File: config.mk
export PLATFORM = sky130hd
export DESIGN_NAME = motor_duty_slew_limiter
export DESIGN_NICKNAME = d
export VERILOG_FILES = /design/src/rtl/mdsl_pkg.sv /design/src/rtl/motor_duty_slew_limiter.sv
export SDC_FILE = /design/constraint.sdc
export NUM_CORES = 2
export LEC_CHECK = 0
export BUFFER_PORTS_ARGS = -buffer_cell sky130_fd_sc_hd__buf_2
export CAP_MARGIN = 20
export CELL_PAD_IN_SITES_DETAIL_PLACEMENT = 1
export CELL_PAD_IN_SITES_GLOBAL_PLACEMENT = 1
export CORE_ASPECT_RATIO = 0.8
export CORE_MARGIN = 8
export CORE_UTILIZATION = 50
export CTS_CLUSTER_SIZE = 24
export DETAILED_ROUTE_END_ITERATION = 6
export PLACE_DENSITY_LB_ADDON = 0.08
export SYNTH_ARGS = -nofsm -noshare
export SYNTH_HDL_FRONTEND = slang
export SYNTH_SLANG_ARGS = --single-unit
File: constraint.sdc
create_clock -name clk_i -period 18.75 [get_ports clk_i]
set_clock_uncertainty 0.05 [all_clocks]
set_input_delay 1.875 -clock clk_i [delete_from_list [all_inputs] [get_ports clk_i]]
set_output_delay 1.875 -clock clk_i [all_outputs]
set_load 0.005 [all_outputs]
File: src/rtl/mdsl_pkg.sv
// shared types and constants for the motor duty slew limiter
package mdsl_pkg;

  typedef enum logic [1:0] {
    DIR_NONE = 2'd0,
    DIR_POS  = 2'd1,
    DIR_NEG  = 2'd2
  } dir_e;

  // item kinds carried in tuser
  localparam logic OP_TICK = 1'b0;
  localparam logic OP_STOP = 1'b1;

  // configuration register indexes
  localparam logic [1:0] REG_ACCEL_RATE   = 2'd0;
  localparam logic [1:0] REG_DECEL_RATE   = 2'd1;
  localparam logic [1:0] REG_REVERSE_RATE = 2'd2;
  localparam logic [1:0] REG_ZERO_HOLD_MS = 2'd3;

  localparam int unsigned RATE_W = 24;
  localparam int unsigned DT_W   = 16;
  localparam int unsigned HOLD_W = 26;
  localparam int unsigned REST_W = 30;
  localparam int unsigned MS_W   = 16;
  localparam int unsigned PROD_W = RATE_W + DT_W;
  localparam int unsigned STEP_W = PROD_W - 16;

  localparam logic [RATE_W-1:0] RATE_RESET = 24'd2147;
  localparam logic [REST_W-1:0] REST_CAP   = 30'd1000000000;
  localparam logic [HOLD_W-1:0] US_PER_MS  = 26'd1000;

endpackage

File: src/rtl/motor_duty_slew_limiter.sv
// motor duty slew limiter with reversal dead time, top level
// the result of an item is registered from the input register into the output register
// throughput: one item per cycle unless the output stalls; the rate multiply and the limit
// compares sit in one stage between input and output registers; duty state updates alongside
// reset: duty, direction and hold clear, rest time goes to its 1e9 us cap, rates to 2147,
// zero hold to 0; both stages empty
module motor_duty_slew_limiter #(
  parameter int unsigned DutyBits = 16
) (
  input  logic                         clk_i,
  input  logic                         rst_ni,
  // input stream
  input  logic                         s_axis_tvalid,
  output logic                         s_axis_tready,
  // tdata: target, dt_us (lowest bits first), zero padded
  input  logic [((DutyBits+16+7)/8)*8-1:0] s_axis_tdata,
  // tuser: op
  input  logic                         s_axis_tuser,
  // result stream
  output logic                         m_axis_tvalid,
  input  logic                         m_axis_tready,
  // tdata: duty, hold_left_us (lowest bits first), zero padded
  output logic [((DutyBits+26+7)/8)*8-1:0] m_axis_tdata,
  // configuration writes
  input  logic                         cfg_valid_i,
  output logic                         cfg_ready_o,
  input  logic [1:0]                   cfg_index_i,
  input  logic [23:0]                  cfg_data_i
);

  localparam int unsigned OutW  = ((DutyBits + 26 + 7) / 8) * 8;
  localparam int unsigned StepW = mdsl_pkg::STEP_W;
  localparam int unsigned CmpW  = (DutyBits + 1 > StepW + 1) ? DutyBits + 1 : StepW + 1;
  localparam int unsigned PadW  = OutW - DutyBits - mdsl_pkg::HOLD_W;

  localparam logic signed [DutyBits-1:0] DutyMin   = {1'b1, {(DutyBits-1){1'b0}}};
  localparam logic signed [DutyBits-1:0] DutyFs    = {1'b0, {(DutyBits-1){1'b1}}};
  localparam logic signed [DutyBits-1:0] DutyNegFs = -DutyFs;

  // configuration
  logic [mdsl_pkg::RATE_W-1:0] accel_q, decel_q, reverse_q;
  logic [mdsl_pkg::HOLD_W-1:0] hold_us_q;

  // input register
  logic                         in_valid_q;
  logic                         in_op_q;
  logic signed [DutyBits-1:0]   in_target_q;
  logic [mdsl_pkg::DT_W-1:0]    in_dt_q;

  // state
  logic signed [DutyBits-1:0]   duty_q, duty_d;
  logic [mdsl_pkg::REST_W-1:0]  rest_q, rest_d;
  mdsl_pkg::dir_e               dir_q, dir_d;
  logic [mdsl_pkg::HOLD_W-1:0]  hold_q, hold_d;

  // output register
  logic                         out_valid_q;
  logic signed [DutyBits-1:0]   out_duty_q;
  logic [mdsl_pkg::HOLD_W-1:0]  out_hold_q;

  logic advance;
  logic take_in;

  assign advance       = in_valid_q && (!out_valid_q || m_axis_tready);
  assign take_in       = s_axis_tvalid && s_axis_tready;
  assign s_axis_tready = !in_valid_q || advance;
  assign cfg_ready_o   = 1'b1;

  assign m_axis_tvalid = out_valid_q;
  assign m_axis_tdata  = {{PadW{1'b0}}, out_hold_q, out_duty_q};

  always_ff @(posedge clk_i or negedge rst_ni) begin
    if (!rst_ni) begin
      accel_q   <= mdsl_pkg::RATE_RESET;
      decel_q   <= mdsl_pkg::RATE_RESET;
      reverse_q <= mdsl_pkg::RATE_RESET;
      hold_us_q <= '0;
    end else if (cfg_valid_i && cfg_ready_o) begin
      case (cfg_index_i)
        mdsl_pkg::REG_ACCEL_RATE:   accel_q   <= cfg_data_i;
        mdsl_pkg::REG_DECEL_RATE:   decel_q   <= cfg_data_i;
        mdsl_pkg::REG_REVERSE_RATE: reverse_q <= cfg_data_i;
        mdsl_pkg::REG_ZERO_HOLD_MS: begin
          // kept in microseconds so the tick path needs no second multiply
          hold_us_q <= mdsl_pkg::HOLD_W'(cfg_data_i[mdsl_pkg::MS_W-1:0]) * mdsl_pkg::US_PER_MS;
        end
        default: ;
      endcase
    end
  end

  always_ff @(posedge clk_i or negedge rst_ni) begin
    if (!rst_ni) begin
      in_valid_q <= 1'b0;
    end else if (take_in) begin
      in_valid_q <= 1'b1;
    end else if (advance) begin
      in_valid_q <= 1'b0;
    end
  end

  always_ff @(posedge clk_i) begin
    if (take_in) begin
      in_op_q     <= s_axis_tuser;
      in_target_q <= s_axis_tdata[DutyBits-1:0];
      in_dt_q     <= s_axis_tdata[DutyBits +: mdsl_pkg::DT_W];
    end
  end

  // datapath
  logic                         duty_zero, duty_pos, duty_neg;
  logic signed [DutyBits-1:0]   tgt_c;
  logic                         tgt_pos, tgt_neg;
  mdsl_pkg::dir_e               dir_cur;
  logic [mdsl_pkg::REST_W:0]    rest_sum;
  logic [mdsl_pkg::REST_W-1:0]  rest_cur;
  logic                         holding;
  logic                         reversal;
  logic signed [CmpW-1:0]       duty_ext, tgt_ext, diff, adiff, mag_duty, mag_tgt;
  logic                         accel;
  logic [mdsl_pkg::RATE_W-1:0]  rate_sel;
  logic [mdsl_pkg::PROD_W-1:0]  prod;
  logic signed [CmpW-1:0]       step_ext;
  logic                         rev_reach;
  logic signed [CmpW-1:0]       rev_duty, mv_duty;

  always_comb begin
    duty_zero = (duty_q == '0);
    duty_neg  = duty_q[DutyBits-1];
    duty_pos  = !duty_zero && !duty_neg;

    tgt_c   = (in_target_q == DutyMin) ? DutyNegFs : in_target_q;
    tgt_neg = tgt_c[DutyBits-1];
    tgt_pos = (tgt_c != '0) && !tgt_neg;

    if (duty_pos) begin
      dir_cur = mdsl_pkg::DIR_POS;
    end else if (duty_neg) begin
      dir_cur = mdsl_pkg::DIR_NEG;
    end else begin
      dir_cur = dir_q;
    end

    // time at zero, saturating at the cap
    rest_sum = {1'b0, rest_q} + (mdsl_pkg::REST_W+1)'(in_dt_q);
    if (duty_zero && (rest_q < mdsl_pkg::REST_CAP)) begin
      rest_cur = (rest_sum > {1'b0, mdsl_pkg::REST_CAP}) ? mdsl_pkg::REST_CAP
                                                         : rest_sum[mdsl_pkg::REST_W-1:0];
    end else begin
      rest_cur = rest_q;
    end

    holding = duty_zero &&
              (((dir_cur == mdsl_pkg::DIR_POS) && tgt_neg) ||
               ((dir_cur == mdsl_pkg::DIR_NEG) && tgt_pos)) &&
              (rest_cur < mdsl_pkg::REST_W'(hold_us_q));

    reversal = (duty_pos && tgt_neg) || (duty_neg && tgt_pos);

    duty_ext = CmpW'(duty_q);
    tgt_ext  = CmpW'(tgt_c);
    diff     = tgt_ext - duty_ext;
    adiff    = diff[CmpW-1] ? -diff : diff;
    mag_duty = duty_neg ? -duty_ext : duty_ext;
    mag_tgt  = tgt_neg ? -tgt_ext : tgt_ext;
    accel    = mag_tgt > mag_duty;

    if (reversal) begin
      rate_sel = reverse_q;
    end else if (accel) begin
      rate_sel = accel_q;
    end else begin
      rate_sel = decel_q;
    end

    prod     = mdsl_pkg::PROD_W'(rate_sel) * mdsl_pkg::PROD_W'(in_dt_q);
    step_ext = $signed(CmpW'(prod[mdsl_pkg::PROD_W-1:16]));

    rev_reach = (reverse_q == '0) || (mag_duty <= step_ext);
    rev_duty  = duty_pos ? duty_ext - step_ext : duty_ext + step_ext;

    if (adiff <= step_ext) begin
      mv_duty = tgt_ext;
    end else if (!diff[CmpW-1]) begin
      mv_duty = duty_ext + step_ext;
    end else begin
      mv_duty = duty_ext - step_ext;
    end
  end

  always_comb begin
    duty_d = duty_q;
    rest_d = rest_q;
    dir_d  = dir_q;
    hold_d = hold_q;
    if (in_op_q == mdsl_pkg::OP_STOP) begin
      if (!duty_zero) begin
        rest_d = '0;
      end
      duty_d = '0;
      hold_d = '0;
    end else if (in_dt_q != '0) begin
      dir_d  = dir_cur;
      rest_d = rest_cur;
      hold_d = '0;
      if (holding) begin
        hold_d = hold_us_q - rest_cur[mdsl_pkg::HOLD_W-1:0];
      end else if (reversal) begin
        if (rev_reach) begin
          duty_d = '0;
          rest_d = '0;
          hold_d = hold_us_q;
        end else begin
          duty_d = rev_duty[DutyBits-1:0];
        end
      end else if (adiff != '0) begin
        duty_d = mv_duty[DutyBits-1:0];
        if (!mv_duty[CmpW-1] && (mv_duty != '0)) begin
          dir_d = mdsl_pkg::DIR_POS;
        end else if (mv_duty[CmpW-1]) begin
          dir_d = mdsl_pkg::DIR_NEG;
        end else if (!duty_zero) begin
          rest_d = '0;
        end
      end
    end
  end

  always_ff @(posedge clk_i or negedge rst_ni) begin
    if (!rst_ni) begin
      duty_q <= '0;
      rest_q <= mdsl_pkg::REST_CAP;
      dir_q  <= mdsl_pkg::DIR_NONE;
      hold_q <= '0;
    end else if (advance) begin
      duty_q <= duty_d;
      rest_q <= rest_d;
      dir_q  <= dir_d;
      hold_q <= hold_d;
    end
  end

  always_ff @(posedge clk_i or negedge rst_ni) begin
    if (!rst_ni) begin
      out_valid_q <= 1'b0;
    end else if (advance) begin
      out_valid_q <= 1'b1;
    end else if (m_axis_tready) begin
      out_valid_q <= 1'b0;
    end
  end

  always_ff @(posedge clk_i) begin
    if (advance) begin
      out_duty_q <= duty_d;
      out_hold_q <= hold_d;
    end
  end

`ifndef SYNTHESIS
  // an emergency stop always leaves the duty and the hold at zero
  assert property (@(posedge clk_i) disable iff (!rst_ni)
    advance && (in_op_q == mdsl_pkg::OP_STOP) |=> (duty_q == '0) && (hold_q == '0))
    else $error("duty not cleared after stop");

  // a pending reversal hold only ever shows with the duty at rest
  assert property (@(posedge clk_i) disable iff (!rst_ni)
    m_axis_tvalid && (out_hold_q != '0) |-> (out_duty_q == '0))
    else $error("hold reported while driving");

  // rest time never passes its cap
  assert property (@(posedge clk_i) disable iff (!rst_ni)
    rest_q <= mdsl_pkg::REST_CAP)
    else $error("rest time above cap");

  // the duty never takes the most negative code
  assert property (@(posedge clk_i) disable iff (!rst_ni)
    duty_q != DutyMin)
    else $error("duty out of range");

  // reaching zero from a positive duty restarts the rest time
  assert property (@(posedge clk_i) disable iff (!rst_ni)
    advance && duty_pos && (duty_d == '0) |=> (rest_q == '0))
    else $error("rest time not restarted at zero");
`endif

endmodule

Word level (Yosys, flattened, before mapping) --
Cells that the tools add are included.
Cells by class: mux-type cells 43, reduce and logical (&&, ||, !) cells 39, bitwise operators 1, order comparisons 6, equality and inequality tests 7, multiply operators 2, $add $sub $neg 8
Operators with widths (count):
- $mux W30 | 12
- $mux W26 | 5
- $mux W16 | 8
- $mux W25 | 5
- $le A25 B25 Y1 | 2
- $neg A16 Y25 | 2
- $reduce_bool A25 Y1 | 2
- $mux W24 | 2
- $mul A24 B16 Y40 | 1
- $reduce_bool A16 Y1 | 2
- $add A30 B16 Y31 | 1
- $gt A31 B30 Y1 const B | 1
- $lt A30 B26 Y1 | 1
- $lt A30 B30 Y1 const B | 1
- $sub A26 B26 Y26 | 1
- $add A16 B25 Y25 | 1
- $gt A25 B25 Y1 | 1
- $neg A17 Y25 | 1
- $sub A16 B25 Y25 | 1
- $logic_not A24 Y1 | 1
- $mul A16 B7 Y23 const B | 1
- $sub A16 B16 Y17 | 1
- $eq A16 B16 Y1 const B | 1
- $logic_not A16 Y1 | 1
- other kinds (13) | 51
Word-level totals: output and inout bits 51, bits of input ports 64, flip-flop bits (word level) 246, logic and storage cells 121

Longest topological paths before layout --
word-level depth 19, gate-level depth with buffers 63, depth with buffers taken out 60

Worst setup path after synthesis --
Ideal clock, no wire load.
path type reg-to-reg, start register in_target_q[3], end register rest_q[16] (netlist name), cell stages (with the launch flop) 61, data required time 18.570 ns, period minus slack after synthesis 13.935 ns, buffers on the path 5, arrival time 13.755 ns, library setup time 0.130 ns, setup slack 4.815 ns, cells stage by stage edfxtp_1 or4_4 nor3_4 and4_1 a21oi_1 ha_1 nand2b_1 xnor2_1 ha_1 a21oi_1 o21ai_0 a2111o_1 a211o_1 a21oi_1 clkbuf_1 mux2i_1 o21ai_0 clkbuf_1 (+25 left out) a221o_1 xor2_1 ha_1 clkbuf_1 inv_1 o21ai_0 a211oi_1 a21o_1 a211o_1 mux2i_1 xnor2_1 o2111ai_1 a2111oi_0 a21oi_1 o31ai_2 buf_4 buf_4 o21ai_1
On the way: word-level cells in the longest chain between the ends 19, elaborated cells between the ends (all ways) 41, classes of those cells add/sub (5); mul (1); order compare (3); eq/ne (1); mux (15); reduce/logical (16)
Ends and longest elaborated chain:
- from (decl) | line motor_duty_slew_limiter.sv:47 | logic signed [DutyBits-1:0] in_target_q;
- from (signal assigned) | line motor_duty_slew_limiter.sv:105 | in_target_q <= s_axis_tdata[DutyBits-1:0];
- $eq A16 B16 Y1 | line motor_duty_slew_limiter.sv:132 | tgt_c = (in_target_q == DutyMin) ? DutyNegFs : in_target_q;
- $mux W16 (*) | line motor_duty_slew_limiter.sv:132
- $neg A16 Y25 (tied with other cells) | line motor_duty_slew_limiter.sv:165 | mag_tgt = tgt_neg ? -tgt_ext : tgt_ext;
- $mux W25 / $logic_and A1 B1 Y1 (equally long branches) | line motor_duty_slew_limiter.sv:165, motor_duty_slew_limiter.sv:134
- $gt A25 B25 Y1 / $logic_and A1 B1 Y1 (equally long branches) | line motor_duty_slew_limiter.sv:166, motor_duty_slew_limiter.sv:158
- $mux W24 / $logic_or A1 B1 Y1 (equally long branches) | line motor_duty_slew_limiter.sv:170, motor_duty_slew_limiter.sv:158
- $mux W24 | line motor_duty_slew_limiter.sv:168 | if (reversal) begin
- $mul A24 B16 Y40 | line motor_duty_slew_limiter.sv:176 | prod = mdsl_pkg::PROD_W'(rate_sel) * mdsl_pkg::PROD_W'(in_dt_q);
- (+3 left out)
- $reduce_bool A25 Y1 / $logic_not A1 Y1 (equally long branches) | line motor_duty_slew_limiter.sv:218 | if (!mv_duty[CmpW-1] && (mv_duty != '0)) begin
- $logic_and A1 B1 Y1 | line motor_duty_slew_limiter.sv:218
- $mux W30 | line motor_duty_slew_limiter.sv:218
- $mux W30 | line motor_duty_slew_limiter.sv:216 | end else if (adiff != '0) begin
- $mux W30 | line motor_duty_slew_limiter.sv:208 | end else if (reversal) begin
- $mux W30 (*) | line motor_duty_slew_limiter.sv:206 | if (holding) begin
- $mux W30 (*) | line motor_duty_slew_limiter.sv:202 | end else if (in_dt_q != '0) begin
- $mux W30 (*) | line motor_duty_slew_limiter.sv:196 | if (in_op_q == mdsl_pkg::OP_STOP) begin
- to (signal assigned) | line motor_duty_slew_limiter.sv:232 | rest_q <= mdsl_pkg::REST_CAP;
- to (signal assigned) | line motor_duty_slew_limiter.sv:237 | rest_q <= rest_d;
- to (decl) | line motor_duty_slew_limiter.sv:52 | logic [mdsl_pkg::REST_W-1:0] rest_q, rest_d;
Mark *: on every way between the ends. The rest lies on a longest branch, timed or not. The select of a mux whose other input is x is not followed. A chain may end at the register's enable or synchronous reset.

Final worst setup path --
start register in_target_q[3], end register rest_q[26] (netlist name)
Same word-level chain as after synthesis.

==> results_dict.tcl <==
set metrics [dict create \
    status "completed" \
    vias_per_cell 6.14 \
    die_w_um 315 \
    synth_area_um2 35700 \
    synth_edf_count 75 \
    clockBufferDepth 3 \
    cts_buffers 30 \
    drt_wl_total_um 127000 \
    wire_per_inst_um 24.6 \
    post-cts-setup-buffers 0 \
    port_buffers 107 \
    holdBufCountCts 0 \
    min_to "decel_q[5]" \
    min_path_cells 2 \
    yosysSeqAreaShare_pct 18.4 \
    ant_nets 0 \
    reg2reg_depth 51 \
    fin_hold_ws_ns 0.433 \
    crit_path_frequent_cell "fa_1" \
    path_clk_slew_ns 0.06 \
    tightest_slew_ns 1.14 \
    layout-drive-gt1-share_pct 9.36 \
    finalSetupViolCount 0 \
    io_pins 115 \
    grt_pass1_wl_um 198000 \
    path_class "flop to flop" \
    cap_violations 0 \
    maxClockFrequency_mhz 57.7 \
    root_buffer "clkbuf_16" \
    grt_setup_unrepaired "no" \
    grt_use_total_pct 31.6 \
    r2r-start "in_target_q[3]" \
    grt_overflow 0 \
    yosysWarnings 0 \
    cts.sinks 246 \
    final_common_cell "inv_1" \
    synth-seq-cells 246 \
    cp_max_fo 25 \
    area_delta_synth_final_pct 7.54 \
    drt-initial-drc-count 2508 \
    cp-start-kind "flop" \
    slowest_stage "o31ai_4" \
    clkLatencyLatePin_ns 0.65 \
    fin_tns_setup_ns 0 \
    row_count 87 \
    period_share_pct 92.5 \
    dp_hpwl_um 98400 \
    syn_avg_cell_area_um2 8.61 \
    layout_common_cells "inv_1, nand2_1, fa_1" \
    rr_endpoint "rest_q[26]" \
    dr.pass1.iters 5 \
    initial_core_util_pct 50.6 \
    cts_tree "done" \
    min_period_ns 17.34 \
    synth_ff_type "dfrtp_1" \
    grt_max_degree 69 \
    hp-start "decel_q[5]" \
    synth_async_sr_flop_share_pct 69.5 \
    nNetsFinal 4981 \
    coreArea_um2 70600 \
    end_kind "flop" \
    arrival_ns 17.76 \
    hold_violations 0 \
    die_y_um 255 \
    synthCells 4151 \
    grt_pass1_vias 33200 \
    holdCritPathClass "flop to flop" \
    synth.distinct_cells 95 \
    globalplace.congestion 0.986 \
    htree_num_levels 1 \
    crit_required_ns 19.17 \
    relSlewSlack_pct 24.3 \
    dr_total_vias 31700 \
    critPathMaxStageDelay_ns 0.96 \
    dieArea_um2 80300 \
    antenna_found_initial 3 \
    slew_violations 0 \
    ctsResizeCount 0 \
    drc 0 \
    r2r_slack_ns 1.41 \
]
==> stage by stage <==
| stage | utilization [%] | instances | cell area [um2] | setup slack (ns) |
|---|---|---|---|---|
| global route | 54.4 | 5156 | 38400 | 0.343 |
| global placement | 52.9 | 5099 | 37400 | 2.04 |
| floorplan | - | 4184 | 35900 | 4.82 |
| finish | 54.4 | 5161 | 38400 | 1.41 |
| detailed placement | 52.9 | 5099 | 37400 | 1.86 |
| CTS | 54.3 | 5155 | 38400 | 1.71 |
==> synthesized netlist by cell type, types with 11 or more instances <==
cell type | n | area share (%)
inv_1 | 582 | 6.1
nand2_1 | 471 | 4.9
fa_1 | 363 | 20
ha_1 | 356 | 12
nor2_1 | 230 | 2.4
clkbuf_1 | 182 | 1.9
and2_1 | 178 | 3.1
a21oi_1 | 177 | 2.5
o21ai_0 | 157 | 2.2
dfrtp_1 | 143 | 10
xnor2_1 | 107 | 2.6
nor3_1 | 90 | 1.3
a21o_1 | 80 | 1.7
mux2_2 | 76 | 2.4
edfxtp_1 | 75 | 6.3
nand3_1 | 58 | 0.81
o21a_1 | 53 | 1.1
a31oi_1 | 49 | 0.86
a211oi_1 | 46 | 0.97
nand4_1 | 41 | 0.72
o31ai_1 | 41 | 0.86
xor2_1 | 37 | 0.91
nand2b_1 | 31 | 0.54
mux2i_1 | 30 | 0.84
o211ai_1 | 29 | 0.61
o21bai_1 | 29 | 0.61
dfstp_2 | 28 | 2.1
nor2b_1 | 28 | 0.49
nor4_1 | 28 | 0.49
and3_1 | 25 | 0.44
o21ai_1 | 23 | 0.32
or3_1 | 22 | 0.39
a221oi_1 | 18 | 0.44
or2_2 | 15 | 0.26
a211o_1 | 13 | 0.32
o22ai_1 | 12 | 0.21
or4_1 | 12 | 0.25
nand3b_1 | 11 | 0.23
==> final cells by class <==
class,count,area (um2)
clock buffers,42,882
multi-input cells,3150,26300
diodes,5,12.5
repair buffers,186,1150
well taps,934,1170
flip-flops and latches,246,6570
clock inverters,14,121
inverters,584,2190
fillers,8392,32200
==> routing by layer <==
layer	part of all wire (%)	vias up	global-route usage, %	routed length [um]
met1	47	16300	46.9	60100
li1	-	14100	-	-
met3	7.8	159	6.29	9890
met5	0.010	-	0	13
met2	43	1088	47.7	54500
met4	1.8	2	6.11	2330
==> critical path: cells and delay by family (launching register included) <==
| kind | cells | cell delay, ns |
|---|---|---|
| buffers and inverters | 3 | 0.70 |
| XOR/XNOR | 3 | 1.22 |
| flip-flops | 1 | 0.50 |
| adder cells (fa/ha/maj) | 10 | 4.67 |
| AND/OR/NAND/NOR | 20 | 4.48 |
| AO/OA/AOI/OAI | 14 | 5.34 |
| multiplexers | 1 | 0.13 |
==> worst max-delay path by stage <==
stage | start | endpoint | slack [ns] | cells past startpoint
3_5_place_dp | in_target_q[3] | rest_q[26] | 1.86 | 52
4_1_cts | in_target_q[3] | rest_q[26] | 1.71 | 52
2_1_floorplan | in_target_q[3] | rest_q[16] | 4.82 | 60
6_report | in_target_q[3] | rest_q[26] | 1.41 | 51
3_3_place_gp | in_target_q[2] | rest_q[26] | 2.04 | 51
5_1_grt | in_target_q[3] | rest_q[26] | 0.34 | 51
==> state kept, by name (all words and copies together) (netlist names) <==
name and flops:
in_target_q 16, hold_us_q 23, rest_q 30, in_valid_q 1, out_duty_q 16, m_axis_tvalid 1
duty_q 16, reverse_q 24, dir_q 2, accel_q 24, decel_q 24, in_op_q 1
hold_q 26, in_dt_q 16, out_hold_q 26
==> cell families after synthesis <==
kind of cell	count (synthesis)	share of synthesized area, %
flip-flops	246	18.4
other	2	0.0210
XOR/XNOR	144	3.53
AND/OR/NAND/NOR	1281	17.4
multiplexers	106	3.24
buffers and inverters	788	8.43
adder cells (fa/ha/maj)	719	32.8
AO/OA/AOI/OAI	865	16.2
Power is not shown: default switching activity piles up to over one toggle a cycle in this logic, so the estimate is an artifact.
